File: src/design/tli_pkg.sv
package tli_pkg;

    localparam int TABLE_DEPTH = 64;
    localparam int IDX_W       = $clog2(TABLE_DEPTH);
    localparam int CNT_W       = $clog2(TABLE_DEPTH + 1);
    localparam int FREQ_W      = 33;
    localparam int GAIN_W      = 16;
    localparam int MAG_W       = GAIN_W;
    localparam int PROD_W      = FREQ_W + MAG_W;
    localparam int QUOT_W      = MAG_W;
    localparam int ENTRY_W     = FREQ_W + GAIN_W;
    localparam int STATUS_W    = 2;

    localparam logic OP_WRITE = 1'b0;
    localparam logic OP_QUERY = 1'b1;

    localparam logic [STATUS_W-1:0] ST_OK      = 2'd0;
    localparam logic [STATUS_W-1:0] ST_CLAMPED = 2'd1;
    localparam logic [STATUS_W-1:0] ST_EMPTY   = 2'd2;

    typedef struct packed {
        logic [FREQ_W-1:0] freq;
        logic [GAIN_W-1:0] gain;
    } point_t;

endpackage

File: src/design/tli_point_ram.sv
module tli_point_ram (
    input  logic                      clk,
    input  logic                      wr_en,
    input  logic [tli_pkg::IDX_W-1:0] wr_addr,
    input  tli_pkg::point_t           wr_data,
    input  logic                      rd_en,
    input  logic [tli_pkg::IDX_W-1:0] rd_addr,
    output tli_pkg::point_t           rd_data
);
    import tli_pkg::*;

    point_t mem [TABLE_DEPTH];
    point_t rd_data_reg;

    always_ff @(posedge clk)
    begin
        if (wr_en)
        begin
            mem[wr_addr] <= wr_data;
        end
        if (rd_en)
        begin
            rd_data_reg <= mem[rd_addr];
        end
    end

    assign rd_data = rd_data_reg;

endmodule

File: config.mk
export PLATFORM = sky130hd
export DESIGN_NAME = tli_point_ram
export DESIGN_NICKNAME = d
export VERILOG_FILES = /design/src/design/tli_pkg.sv /design/src/design/tli_point_ram.sv
export SDC_FILE = /design/constraint.sdc
export NUM_CORES = 2
export LEC_CHECK = 0
export BUFFER_PORTS_ARGS = -buffer_cell sky130_fd_sc_hd__buf_2
export CAP_MARGIN = 20
export CORE_UTILIZATION = 30
export DETAILED_ROUTE_END_ITERATION = 12
export RECOVER_POWER = 100
export SLEW_MARGIN = 40
export SYNTH_ARGS = -nofsm -noshare
export SYNTH_HDL_FRONTEND = slang
export SYNTH_SLANG_ARGS = --single-unit
File: constraint.sdc
create_clock -name clk -period 5 [get_ports clk]
set_input_delay 1 -clock clk [delete_from_list [all_inputs] [get_ports clk]]
set_output_delay 1 -clock clk [all_outputs]
set_load 0.01 [all_outputs]
Word-level counts from Yosys, hierarchy flattened
Memories as Yosys holds them, arrays and structs flattened. A register that Yosys moved wholly into a read port is not among the register bits.
Index checks and enable logic that the tools add are counted.
{"block": "totals", "reg_bits": 0, "mem_bits_rw": 3136, "in_bits": 64, "out_inout_bits": 49, "wordCells": 3, "memories": 1}
{"name": "mem", "depth": 64, "word_bits": 49, "read_ports": 1, "rd_ports_with_merged_regs": 1, "write_ports": 1, "line_no": "tli_point_ram.sv:12", "rtl": "point_t mem [TABLE_DEPTH];"}
{"block": "classes", "mux": 2}
{"cell": "two-way mux 1 bit", "n": 2}

Longest topological paths before layout
{"block": "logic_depth", "depth_word": 2, "depth_mapped": 10}

Least setup slack after synthesis
No wires, ideal clock.
{"block": "synth_path", "path_type": "input -> register", "from": "input port wr_addr[3] (netlist bit)", "to": "memory mem[48][0] (netlist bit) (enable)", "setup_time_ns": 0.516, "arrival_ns": 4.839, "path_slack_ns": -0.355, "path_stages": 4, "path_cell_list": "clkbuf_1 nor2b_1 nand4b_1 nor3_1"}
{"element": "start: declaration", "line_no": "tli_point_ram.sv:4", "rtl": "input logic [tli_pkg::IDX_W-1:0] wr_addr,"}
{"element": "end: declaration", "line_no": "tli_point_ram.sv:12"}
Straight into the memory's write port.

Final worst setup path
{"block": "layout_path", "from": "input port wr_addr[2] (netlist bit)", "to": "memory mem[7][15] (netlist bit) (enable)"}
Straight into the memory's write port.

==> out/metrics.cfg <==
[clocking]
worstSkewPairLatency_ns=0.91
cts_setup_buffers=0
cts_sinks=3185
root_buffer=clkbuf_16
holdBufCountCts=0
cts_resized=0
clk_transition_reported_paths_ns=0.06
clockBufferDepth=4
htree_levels=5
tritoncts=yes
numCtsBuffers=327

[placement]
dp_hpwl_um=199300
port_buffers=112
place_congestion=0.7920
dpl_worst_slack_ns=1.123

[power]
pwr-share-comb_pct=4.6
p_leak_uw=0.04179
ir_worst_vdd_mv=0.2928
swShare_pct=21.56
internal_power_uw=43640
power_frac_seq_pct=53.6
p_switching_uw=12000
power_frac_clock_pct=41.8
power_density_mw_per_mm2=401.6

[yosys]
synth_cell_types=41
synth_largest_area_cell=edfxtp_1
syn_area_sq_mm=0.1205
synth.area.top_cells=edfxtp_1 79%, mux4_2 14%, mux2i_1 0.71%
ys_seq_area_share_pct=79.38
synth_top_area_share_pct=79.38
ys_ff_latch=3185
syn_avg_cell_area_sq_um=22.81
syn_nets=5347
ys_warn_count=0
netlist_instances=5283

[sta]
worst_pin_slew_ns=3.430
rsz0062_at_grt=no
final_hold_viol_count=0
setup_slack_ns=0.8891
fmax_mhz=243.3
min_period_ns=4.111
finalClockSkew_ns=0.06109
drv_slew=5711
setup_viol=0
timing.slew.headroom_pct=-128.7
finalCritPeriodShare_pct=82.22
tns_ns=0

[worst_setup_path]
crit_top_cell=clkbuf_1
cp-start-kind=primary input
r2r_cells=5
endpoint_kind=flop
worstPathCellList=clkbuf_1, nand4_1, clkbuf_1, nor2_4, clkbuf_1
slowest_stage=clkbuf_1
path_max_fanout=25
crit_path_max_incr_delay_ns=2.27
critPathKind=in -> reg
arrival_ns=4.50
critical_path_required_ns=5.39

[route]
final_antenna_net_count=0
drtIter0Drc=7617
avgRoutedWirePerCell_um=32.09
drt_wl_total_um=360300
firstDrtPassIters=6
viasPerCell=5.428
drcViolationCount=0
num_vias=60955

[layout]
syn_to_final_growth_pct=15.00
drive_above_1_share_pct=24.00
fillers=36778
most-common-layout-cells=3,185 x edfxtp_1, 743 x mux4_2, 330 x clkbuf_16, 255 x clkbuf_1, 180 x nand2_1
final_common_cell=edfxtp_1
nets=5762
largest_reg_flops=3136

[global_routing]
antenna_found_initial=34
grt_usage_pct=17.39
grt_pass1_wl_um=496400
use_met2_pct=28.52
gr-max-usage-layer=met2
grtUsageMet1_pct=23.28
use_met3_pct=3.181
grt_pass1_vias=61137
grt-ovfl-total=0
grt_max_degree=71

[die]
die_w_um=635.7
die-area_sq_mm=0.4041
initial_core_util_pct=30.16
pin_count=113
die_height_um=635.7
fp.coreArea_sq_mm=0.3994
std_cell_rows=232

[outcome]
status=finished, violations left
violations=max-capacitance violations, max-slew violations

[min_path]
min_delay_path_depth=1
hold_path_class=in -> reg

[job]
drv_cap=150

## metrics by stage
step | hold WS [ns] | util (%) | instance area (sq um) | cells | power [uW]
floorplan | 0.7656 | - | 120500 | 5283 | 31630
global placement | 0.8655 | 32.36 | 129200 | 10623 | 32900
detailed placement | 0.8810 | 32.44 | 129600 | 10631 | 32960
CTS | 0.5215 | 34.97 | 139700 | 11213 | 55980
global route | 0.7921 | 34.68 | 138500 | 11220 | 57070
finish | 0.7695 | 34.69 | 138600 | 11230 | 55640
## power by group through the flow
stage,Combinational [uW],Clock (uW),Sequential (uW)
floorplan,1370,0,30300
global placement,2580,0,30300
detailed placement,2640,0,30300
CTS,2650,23600,29800
global route,2710,24500,29800
finish,2580,23300,29800
## path summary, 6_finish.rpt
check               from           to  slack, ns
max           wr_addr[2]   mem[7][15]       0.89
min          wr_data[32]  mem[24][32]       0.77
max reg2reg   mem[47][3]   rd_data[3]       2.83
min reg2reg  mem[30][42]  rd_data[42]       0.87
## worst max-delay path, delay by kind of cell
family / cells / cell delay, ns
buf+inv: 3 / 2.91
simple gates: 2 / 0.53
## cell families (layout without fill, tap and decap cells)
| group | after synthesis | in the layout | synth area share [%] |
|---|---|---|---|
| buffers and inverters | 308 | 976 | 1.337 |
| flip-flops | 3185 | 3185 | 79.38 |
| multiplexers | 828 | 828 | 14.59 |
| AO/OA/AOI/OAI | 394 | 394 | 2.385 |
| other | 0 | 14 | 0 |
| AND/OR/NAND/NOR | 568 | 568 | 2.301 |
## layout make-up
cell class                 instances  area [sq um]  area share (%)
antenna                           14         35.03         0.02528
clock buffer                     403          8532           6.158
clock inverter                   179          1560           1.126
inverter                           1         6.256        0.004515
multi-input combinational       1790         23500           16.96
sequential                      3185         95640           69.03
tap                             5265          6588           4.754
timing repair buffer             393          2693           1.943
## synth_stat cells (all sizes together)
master      n
mux4      743
nand2     184
a2111oi     2
nand3b      2
nor2b      29
a31oi       1
a211oi     41
o211ai      2
or3b        1
or2         4
edfxtp   3185
nand4b      2
nor4        8
o21a        1
and2       25
nand4      81
and3       39
o21ai       3
mux2i      85
nand3      85
a221oi      3
o221ai     78
a22o        2
and4        1
inv         1
clkbuf    131
a221o       7
o22ai      85
nand2b     12
buf       176
a21oi      51
a22oi      95
a311oi     23
nor2       88
or3         2
nor3        5
## layer usage
layer | share of wire, % | vias to the layer above
met5 | 0.039 | -
li1 | - | 23513
met2 | 48 | 3339
met4 | 4.2 | 18
met1 | 39 | 33378
met3 | 9.4 | 707
Power figures use the tool's default switching activity.
