**src/design/tli_pkg.sv**
```systemverilog
package tli_pkg;

    localparam int TABLE_DEPTH = 64;
    localparam int IDX_W       = $clog2(TABLE_DEPTH);
    localparam int CNT_W       = $clog2(TABLE_DEPTH + 1);
    localparam int FREQ_W      = 33;
    localparam int GAIN_W      = 16;
    localparam int MAG_W       = GAIN_W;
    localparam int PROD_W      = FREQ_W + MAG_W;
    localparam int QUOT_W      = MAG_W;
    localparam int ENTRY_W     = FREQ_W + GAIN_W;
    localparam int STATUS_W    = 2;

    localparam logic OP_WRITE = 1'b0;
    localparam logic OP_QUERY = 1'b1;

    localparam logic [STATUS_W-1:0] ST_OK      = 2'd0;
    localparam logic [STATUS_W-1:0] ST_CLAMPED = 2'd1;
    localparam logic [STATUS_W-1:0] ST_EMPTY   = 2'd2;

    typedef struct packed {
        logic [FREQ_W-1:0] freq;
        logic [GAIN_W-1:0] gain;
    } point_t;

endpackage

```
**src/design/tli_divider.sv**
```systemverilog
module tli_divider (
    input  logic                       clk,
    input  logic                       rst_n,
    input  logic                       start,
    input  logic [tli_pkg::PROD_W-1:0] dividend,
    input  logic [tli_pkg::FREQ_W-1:0] divisor,
    output logic                       done,
    output logic [tli_pkg::QUOT_W-1:0] quotient
);
    import tli_pkg::*;

    localparam int DEN_W  = FREQ_W + QUOT_W - 1;
    localparam int STEP_W = $clog2(QUOT_W);

    // restoring divide, quotient known to fit QUOT_W bits
    logic [PROD_W-1:0] rem_reg, rem_next;
    logic [DEN_W-1:0]  den_reg, den_next;
    logic [QUOT_W-1:0] quot_reg, quot_next;
    logic [STEP_W-1:0] step_reg, step_next;
    logic              run_reg, run_next;
    logic              done_reg, done_next;
    logic              fits;

    assign fits = rem_reg >= PROD_W'(den_reg);

    always_comb
    begin
        rem_next  = rem_reg;
        den_next  = den_reg;
        quot_next = quot_reg;
        step_next = step_reg;
        run_next  = run_reg;
        done_next = 1'b0;
        if (start)
        begin
            rem_next  = dividend;
            den_next  = {divisor, (QUOT_W-1)'(0)};
            quot_next = '0;
            step_next = STEP_W'(QUOT_W - 1);
            run_next  = 1'b1;
        end
        else if (run_reg)
        begin
            if (fits)
            begin
                rem_next = rem_reg - PROD_W'(den_reg);
            end
            quot_next = {quot_reg[QUOT_W-2:0], fits};
            den_next  = den_reg >> 1;
            step_next = step_reg - STEP_W'(1);
            if (step_reg == '0)
            begin
                run_next  = 1'b0;
                done_next = 1'b1;
            end
        end
    end

    always_ff @(posedge clk or negedge rst_n)
    begin
        if (!rst_n)
        begin
            run_reg  <= 1'b0;
            done_reg <= 1'b0;
        end
        else
        begin
            run_reg  <= run_next;
            done_reg <= done_next;
        end
    end

    always_ff @(posedge clk)
    begin
        rem_reg  <= rem_next;
        den_reg  <= den_next;
        quot_reg <= quot_next;
        step_reg <= step_next;
    end

    assign done     = done_reg;
    assign quotient = quot_reg;

endmodule

```
**config.mk**
```make
export PLATFORM = sky130hd
export DESIGN_NAME = tli_divider
export DESIGN_NICKNAME = d
export VERILOG_FILES = /design/src/design/tli_pkg.sv /design/src/design/tli_divider.sv
export SDC_FILE = /design/constraint.sdc
export NUM_CORES = 1
export LEC_CHECK = 0
export BUFFER_PORTS_ARGS = -buffer_cell sky130_fd_sc_hd__buf_2
export CORE_ASPECT_RATIO = 1.4
export CORE_MARGIN = 8
export CORE_UTILIZATION = 35
export CTS_BUF_LIST = sky130_fd_sc_hd__clkbuf_8 sky130_fd_sc_hd__clkbuf_16
export DETAILED_ROUTE_END_ITERATION = 12
export RECOVER_POWER = 50
export SLEW_MARGIN = 0
export SYNTH_ARGS = -nofsm -noshare
export SYNTH_HDL_FRONTEND = slang
export SYNTH_SLANG_ARGS = --single-unit
```
**constraint.sdc**
```tcl
create_clock -name clk -period 4.2 [get_ports clk]
set_input_delay 0.84 -clock clk [delete_from_list [all_inputs] [get_ports clk]]
set_output_delay 0.84 -clock clk [all_outputs]
set_load 0.01 [all_outputs]
```
# Yosys cells after proc, flatten, opt, wreduce, memory -nomap -nowiden
# Cells that the tools add are included.
# totals
register_bits	119
# op_classes
n_addsub	2
n_lt_le_gt_ge	1
n_mux	11
reduce_logical	4
# ops
op	n
2-to-1 mux 49 bit	3
2-to-1 mux 48 bit	2
>= comparator 49 x 48 -> 1 bit	1
subtractor 49 x 48 -> 49 bit	1
2-to-1 mux 1 bit	6
zero test 4 bit	1
nonzero test 2 bit	2
subtractor 4 x 1 -> 4 bit (second input constant)	1
AND reduction 2 bit	1

# Logic depth before layout (Yosys ltp)
# Gate-level depths: netlist (run 1).
# depth
depth_word	4
depth_mapped	12

# Worst setup path before layout (run 1)
# No wires, ideal clock.
# synth_timing
kind	reg2reg
from	register den_reg[1]
to	register rem_reg[0] (enable)
arrival_time_ns	3.071
slack_ns	0.724
stages_incl_launch_ff	12
path_buffers	0
period_less_slack_ns	3.476
path_cell_list	dfxtp_1 > inv_1 > ha_1 > nand2b_1 > a211oi_4 > o21ai_4 > a211oi_2 > a211oi_2 > nor2_2 > nor2_4 > o221ai_2 > a21o_1
# synth_between
elab_chain_len	3
# synth_rtl
item	line_no	text
from (decl)	tli_divider.sv:17	logic [DEN_W-1:0] den_reg, den_next;
from (signal assigned)	tli_divider.sv:76	den_reg <= den_next;
>= comparator 49 x 48 -> 1 bit	tli_divider.sv:24	assign fits = rem_reg >= PROD_W'(den_reg);
nonzero test 2 bit (no source line)	n/a	
AND reduction 2 bit (no source line)	n/a	
to (signal assigned)	tli_divider.sv:75	rem_reg <= rem_next;
to (decl)	tli_divider.sv:16	logic [PROD_W-1:0] rem_reg, rem_next;
# No other way between the ends.
# A chain may end at the register's enable or synchronous reset.

# Worst setup path after layout (run 1)
# layout_timing
from	input start
to	register rem_reg[37], data pin
# layout_between
elab_chain_len	1
# layout_rtl
item	line_no	text
from (decl)	tli_divider.sv:4	input logic start,
2-to-1 mux 49 bit	tli_divider.sv:34	if (start)
named net rem_next[37]	tli_divider.sv:16	
# The timed path passes the listed nets, and every way through them passes these cells.

==> impl_metrics.py, run 1 <==
metrics = {
    "yosys": {
        "yosys_warnings": 0,
        "yosysTopAreaCell": "edfxtp_1",
        "synth-seq-area-share_pct": 40.8,
        "dominantRegCellSynth": "edfxtp_1",
        "synthCells": 871,
        "syn_avg_cell_area_um2": 9.05,
        "netlist.area_leader.share_pct": 31.2,
        "ys_ff_latch": 119,
        "synth_area_leaders": "edfxtp_1, dfxtp_1, ha_1, nand2_1, mux2i_1",
        "synth.cell_area_um2": 7880,
        "synth_cell_types": 73,
        "synth-edff-count": 82,
        "async_reset_ff_share_pct": 1.68,
        "syn_nets": 1006,
    },
    "global_routing": {
        "antenna_found_initial": 0,
        "grt_pass1_wl_um": 33600,
        "grt_pass1_vias": 6911,
        "grt_usage_pct": 15.2,
        "grt-ovfl-total": 0,
        "grt_max_degree": 107,
    },
    "setup_path": {
        "r2r_start": "run_reg$_DFF_PN0_",
        "reg2regPathDepth": 3,
        "end_kind": "flop",
        "worstSetupPathType": "primary input to flop",
        "crit_fanout": 106,
        "rrSetupSlack_ns": 1.00,
        "critPathRequiredTime_ns": 4.36,
        "crit_arrival_ns": 3.41,
        "worstSetupStartpointType": "primary input",
        "crit_path_top_delay_cell": "clkbuf_2",
        "reg2reg_to": "rem_reg[16]$_DFFE_PP_",
        "path_delay_family": "buffers and inverters",
        "critPathMaxStageDelay_ns": 0.99,
        "path_cells": "clkbuf_2 -> inv_1 -> clkbuf_1 -> nand2_1 -> nor4_1 -> nor3b_2",
        "path_buf_inv": 3,
    },
    "timing": {
        "hold_viol": 0,
        "holdWs_ns": 0.190,
        "finalCritPeriodShare_pct": 77.3,
        "final_max_slew_viol_count": 143,
        "slew_headroom_pct": -66.8,
        "tns_ns": 0,
        "skew_ns": 0.00937,
        "fin_crit_ns": 3.25,
        "tightestPinTransition_ns": 2.50,
        "max_freq_ghz": 0.308,
        "setup_violations": 0,
        "rsz0062_at_grt": "false",
        "setup_slack_ns": 0.953,
    },
    "placed_design": {
        "dp_hpwl_um": 15400,
        "placed_cells": 1237,
        "place_area_um2": 8660,
        "gp_congestion": 0.867,
        "io_buffers": 101,
        "pre_cts_slack_ns": 1.08,
    },
    "drt": {
        "ant_nets": 0,
        "wire_per_inst_um": 16.2,
        "first_pass_iters": 5,
        "vias_per_cell": 5.10,
        "vias": 6468,
        "drtIter0Drc": 290,
        "finalWirelength_um": 20500,
        "route.detailed.drc": 0,
    },
    "cts": {
        "clkTransAtPathRegs_ns": 0.06,
        "insertion_delay_ns": 0.42,
        "cts_tree": "built",
        "clock_path_buffers": 2,
        "cts_hold_buffers": 0,
        "cts_sinks": 119,
        "post_cts_buffers": 0,
        "cts_root_buffer": "clkbuf_16",
        "cts_resized": 0,
        "cts_buffers": 17,
        "htreeDepth": 4,
    },
    "hold_path": {
        "hold_path.class": "primary input to async pin",
    },
    "power": {
        "ir_worst_vdd_uv": 279,
        "power.density_nw_per_um2": 717,
        "finalPower_mw": 6.60,
        "p_leak_nw": 4.00,
    },
    "final_layout": {
        "largest_reg_flops": 49,
        "fin_area_um2": 9210,
        "fillers": 2330,
        "fin_nets": 1090,
        "final_cells": 1269,
        "drive_above_1_share_pct": 16.2,
        "area_growth_pct": 16.8,
        "utilization_pct": 41.2,
        "num_antenna_cells": 0,
    },
    "floorplanning": {
        "die_w_um": 143,
        "die_area_um2": 27600,
        "row_count": 65,
        "io_pins": 102,
        "start_util_pct": 35.2,
        "core_um2": 22400,
        "die_h_um": 194,
    },
    "outcome": {
        "failed_checks": "max-capacitance violations, max-slew violations",
        "outcome": "complete, but fails checks",
    },
    "run": {
        "drv_cap": 2,
    },
}
[per-layer routing]
layer | up-vias | GRT usage [%] | routed length [µm]
met4 | 0 | 7.58 | 568
met2 | 114 | 27.1 | 10600
met3 | 34 | 2.78 | 699
met5 | - | 0 | 0
met1 | 3030 | 16.8 | 8680
li1 | 3290 | - | -
[power by group]
part	total [mW]	switching [mW]	internal [mW]	leakage, nW
sequential	1.76	0.102	1.66	1.19
clock	1.44	0.577	0.864	0.297
combinational	3.40	2.07	1.33	2.52
[cells in the final DEF, fill, tap and decap left out, drive strengths merged, types with 6 or more instances in the layout]
| cell | n |
|---|---|
| a211oi | 7 |
| a21o | 23 |
| a21oi | 66 |
| buf | 87 |
| clkbuf | 42 |
| clkinv | 7 |
| dfxtp | 35 |
| edfxtp | 82 |
| ha | 49 |
| inv | 73 |
| mux2i | 32 |
| nand2 | 125 |
| nand3 | 13 |
| nand4 | 14 |
| nor2 | 65 |
| nor2b | 6 |
| nor3 | 9 |
| o21a | 6 |
| o21ai | 75 |
| o21bai | 9 |
| o31ai | 36 |
| xnor2 | 27 |
| xor2 | 17 |
[cell usage after synthesis (3+ instances only)]
master / n
and3_1: 3
mux2i_1: 32
edfxtp_1: 82
nand2_1: 124
o21ai_0: 56
nor2_1: 62
ha_1: 49
o21a_1: 6
xnor2_1: 27
o21ai_1: 15
nand4_1: 14
nand3_1: 13
inv_1: 68
nor2b_1: 4
nor3_1: 7
or2_2: 3
a211oi_1: 4
o31ai_1: 34
nor4_1: 5
dfxtp_1: 35
a31oi_1: 5
o21ai_2: 3
buf_4: 4
nand2b_1: 5
or3_1: 3
and2_1: 3
xor2_1: 17
o21bai_1: 8
o22ai_1: 3
o211ai_1: 3
a21oi_1: 62
a21o_1: 23
clkbuf_1: 31
buf_1: 6
[cells by family after synthesis]
| kind of cell | after synthesis | share of synthesized area [%] |
|---|---|---|
| simple gates | 260 | 14.9 |
| flops | 119 | 40.8 |
| fa+ha+maj | 50 | 8.03 |
| mux | 34 | 4.35 |
| buf+inv | 112 | 5.56 |
| compound gates | 252 | 21.5 |
| xor+xnor | 44 | 4.89 |
[worst max-delay path by stage]
| stage | startpoint | slack (ns) | cells after the start | end |
|---|---|---|---|---|
| 6_report | start | 0.95 | 6 | rem_reg[37]$_DFFE_PP_ |
| 4_1_cts | den_reg[1]$_SDFFE_PP0P_ | 1.04 | 12 | rem_reg[16]$_DFFE_PP_ |
| 5_1_grt | start | 0.57 | 6 | rem_reg[37]$_DFFE_PP_ |
| 3_5_place_dp | den_reg[1]$_SDFFE_PP0P_ | 1.08 | 12 | rem_reg[16]$_DFFE_PP_ |
| 2_1_floorplan | den_reg[1]$_SDFFE_PP0P_ | 0.72 | 11 | rem_reg[0]$_DFFE_PP_ |
| 3_3_place_gp | den_reg[10]$_SDFFE_PP0P_ | 1.16 | 12 | rem_reg[16]$_DFFE_PP_ |
[cell type report]
| class | instances | area [µm²] | area share, % |
|---|---|---|---|
| sequential | 119 | 3210 | 34.9 |
| timing repair buffer | 108 | 541 | 5.87 |
| clock inverter | 11 | 83.8 | 0.910 |
| tap | 301 | 377 | 4.09 |
| inverter | 69 | 259 | 2.81 |
| clock buffer | 21 | 503 | 5.46 |
| multi-input combinational | 640 | 4230 | 46.0 |
No activity file was read; power rests on OpenSTA's default activity.
==> run 2: changes to the inputs <==
--- a/config.mk
+++ b/config.mk
@@ -5,6 +5,7 @@
 export SDC_FILE = /design/constraint.sdc
 export NUM_CORES = 1
 export LEC_CHECK = 0
+export ABC_AREA = 1
 export BUFFER_PORTS_ARGS = -buffer_cell sky130_fd_sc_hd__buf_2
 export CORE_ASPECT_RATIO = 1.4
 export CORE_MARGIN = 8
==> constraint.sdc (replaced) <==
create_clock -name clk -period 3.09 [get_ports clk]
set_input_delay 0.618 -clock clk [delete_from_list [all_inputs] [get_ports clk]]
set_output_delay 0.618 -clock clk [all_outputs]
set_load 0.01 [all_outputs]
==> run 2 against run 1 <==
The run still ends with max-capacitance violations, max-slew violations left. Register-to-register slack worse by 0.59 ns. Non-clock buffer count up 3. Routed wire length up 38%. Critical endpoint is now rem_reg[38]$_DFFE_PP_. Largest cell class unchanged.
==> impl_metrics.py, run 2 <==
metrics = {
    "outcome": {
        "outcome": "complete, but fails checks",
        "failed_checks": "max-capacitance violations, max-slew violations",
    },
    "yosys": {
        "synth_cell_types": 35,
        "synth_area_leaders": "edfxtp_1, nand2_1, inv_1, dfxtp_1, ha_1",
        "synth-edff-count": 82,
        "synthCells": 1424,
        "yosysTopAreaCell": "edfxtp_1",
        "netlist.area_leader.share_pct": 26.6,
        "synth-seq-area-share_pct": 34.8,
        "yosys_warnings": 0,
        "synth.cell_area_um2": 9250,
        "yosys-top-cells-count": "nand2_1, inv_1, edfxtp_1, nand3_1, nor2_1",
        "dominantRegCellSynth": "edfxtp_1",
        "syn_avg_cell_area_um2": 6.49,
        "ys_ff_latch": 119,
        "async_reset_ff_share_pct": 1.68,
        "syn_nets": 1559,
        "synth_most_common_cell": "nand2_1",
    },
    "timing": {
        "setup_violations": 0,
        "slew_headroom_pct": -7.68,
        "final_max_slew_viol_count": 31,
        "setup_slack_ns": 0.415,
        "tns_ns": 0,
        "rsz0062_at_grt": "false",
        "max_freq_ghz": 0.374,
        "hold_viol": 0,
        "skew_ns": 0.00825,
        "finalCritPeriodShare_pct": 86.6,
        "tightestPinTransition_ns": 1.62,
        "fin_crit_ns": 2.68,
    },
    "drt": {
        "drtIter0Drc": 532,
        "wire_per_inst_um": 15.2,
        "finalWirelength_um": 28300,
        "first_pass_iters": 5,
        "vias_per_cell": 4.66,
        "ant_nets": 0,
        "vias": 8709,
        "route.detailed.drc": 0,
    },
    "global_routing": {
        "antenna_found_initial": 0,
        "grt_usage_pct": 18.1,
        "grt-ovfl-total": 0,
        "grt_max_degree": 66,
        "grt_pass1_wl_um": 45100,
        "grt_pass1_vias": 8862,
    },
    "setup_path": {
        "crit_fanout": 22,
        "worstSetupPathType": "flop to flop",
        "crit_path_frequent_cell": "nand3_1",
        "critPathRequiredTime_ns": 3.19,
        "worstSetupStartpointType": "flop",
        "end_kind": "flop",
        "critPathMaxStageDelay_ns": 0.40,
        "crit_arrival_ns": 2.78,
        "crit_path_top_delay_cell": "nor3b_1",
        "path_cells": "ha_1 -> nand2_1 -> nor2_1 -> nand3_1 -> nor3b_1 -> nand3_1 -> nand3_1 -> nand2_1 -> nand2_2 -> buf_4",
    },
    "final_layout": {
        "largest_reg_flops": 49,
        "utilization_pct": 40.8,
        "num_antenna_cells": 0,
        "final_cell_mix": "nand2_1, inv_1, edfxtp_1, buf_2, nand3_1",
        "fin_nets": 1666,
        "layout_commonest_cell": "nand2_1",
        "fillers": 2884,
        "area_growth_pct": 15.1,
        "drive_above_1_share_pct": 13.9,
    },
    "placed_design": {
        "dp_hpwl_um": 23200,
        "io_buffers": 101,
        "gp_congestion": 0.936,
        "pre_cts_slack_ns": 0.439,
    },
    "cts": {
        "clock_path_buffers": 2,
        "cts_root_buffer": "clkbuf_16",
        "cts_sinks": 119,
        "clkTransAtPathRegs_ns": 0.06,
        "cts_resized": 0,
        "cts_tree": "built",
        "insertion_delay_ns": 0.44,
        "htreeDepth": 4,
        "cts_buffers": 17,
    },
    "floorplanning": {
        "start_util_pct": 35.4,
        "die_area_um2": 31900,
        "core_um2": 26100,
        "die_h_um": 208,
        "row_count": 70,
        "die_w_um": 153,
        "io_pins": 102,
    },
    "power": {
        "power.density_nw_per_um2": 956,
        "p_leak_nw": 5.63,
        "ir_worst_vdd_uv": 516,
    },
    "run": {
        "drv_cap": 1,
    },
    "hold_path": {
        "hold_path.class": "primary input to flop",
    },
}
[run 2: per-stage QoR]
| stage | cell area (µm²) | instances | total power [mW] | hold slack (ns) |
|---|---|---|---|---|
| 3_5_place_dp | 10200 | 1835 | 8.40 | 0.405 |
| 5_1_grt | 10600 | 1868 | 11.1 | 0.444 |
| 6_report | 10600 | 1868 | 10.2 | 0.440 |
| 4_1_cts | 10700 | 1868 | 10.3 | 0.425 |
| 2_1_floorplan | 9250 | 1424 | 6.77 | 0.322 |
| 3_3_place_gp | 10200 | 1835 | 8.35 | 0.406 |
[run 2: where the power goes]
| group | leakage [nW] | total (mW) | switching [mW] | internal (mW) |
|---|---|---|---|---|
| Combinational | 4.17 | 5.99 | 4.05 | 1.94 |
| Sequential | 1.19 | 2.37 | 0.125 | 2.24 |
| Clock | 0.268 | 1.81 | 0.737 | 1.07 |
[run 2: timing repair]
item | 4_1_cts | 5_1_grt
endpoints found under the hold margin | 2 | 0
hold buffers | 1 | 0
buffers inserted | 0 | 0
endpoints found under the setup margin | 0 | 0
[run 2: critical path, delay by kind of cell (launching register included)]
kind	cells	cell delay, ns
flip-flops	1	0.37
AND/OR/NAND/NOR	8	1.26
buffers and inverters	1	0.35
adder cells (fa/ha/maj)	1	0.36
[run 2: cell type report]
type / instances / area [µm²] / share of cell area (%)
Multi-Input combinational cell: 957 / 4720 / 44.4
Clock buffer: 17 / 425 / 4.00
Inverter: 325 / 1220 / 11.5
Tap cell: 324 / 405 / 3.81
Timing Repair Buffer: 111 / 553 / 5.20
Clock inverter: 15 / 97.6 / 0.917
Sequential cell: 119 / 3210 / 30.2
[run 2: kinds of logic (layout without fill, tap and decap cells)]
group           after synthesis  count (layout)  share of synthesized area [%]
compound gates              118             118                           6.78
simple gates                777             777                           36.3
buf+inv                     348             468                           14.2
fa+ha+maj                    50              50                           6.85
xor+xnor                     12              12                           1.14
flops                       119             119                           34.8
[run 2: metal layers]
layer | routed length (µm) | vias to the layer above | global-route usage, % | part of all wire, %
met5 | 0 | - | 0 | 0
met4 | 712 | 0 | 7.12 | 2.5
met3 | 840 | 31 | 2.76 | 3.0
met2 | 15600 | 136 | 35.5 | 55
met1 | 11200 | 3974 | 18.7 | 39
li1 | - | 4568 | - | -
[run 2: path summary, 6_finish.rpt]
kind                                            from                        end  slack [ns]  depth (start not counted)
max                             rem_reg[7]$_DFFE_PP_      rem_reg[38]$_DFFE_PP_        0.41                         10
min                                      divisor[32]      den_reg[47]$_DFFE_PP_        0.44                          3
max reg2reg                     rem_reg[7]$_DFFE_PP_      rem_reg[38]$_DFFE_PP_        0.41                         10
min reg2reg                quotient[15]$_SDFFE_PP0P_  quotient[15]$_SDFFE_PP0P_        0.46                          2
max in group asynchronous                      rst_n          run_reg$_DFF_PN0_        2.47                          2
min in group asynchronous                      rst_n             done$_DFF_PN0_        0.50                          2
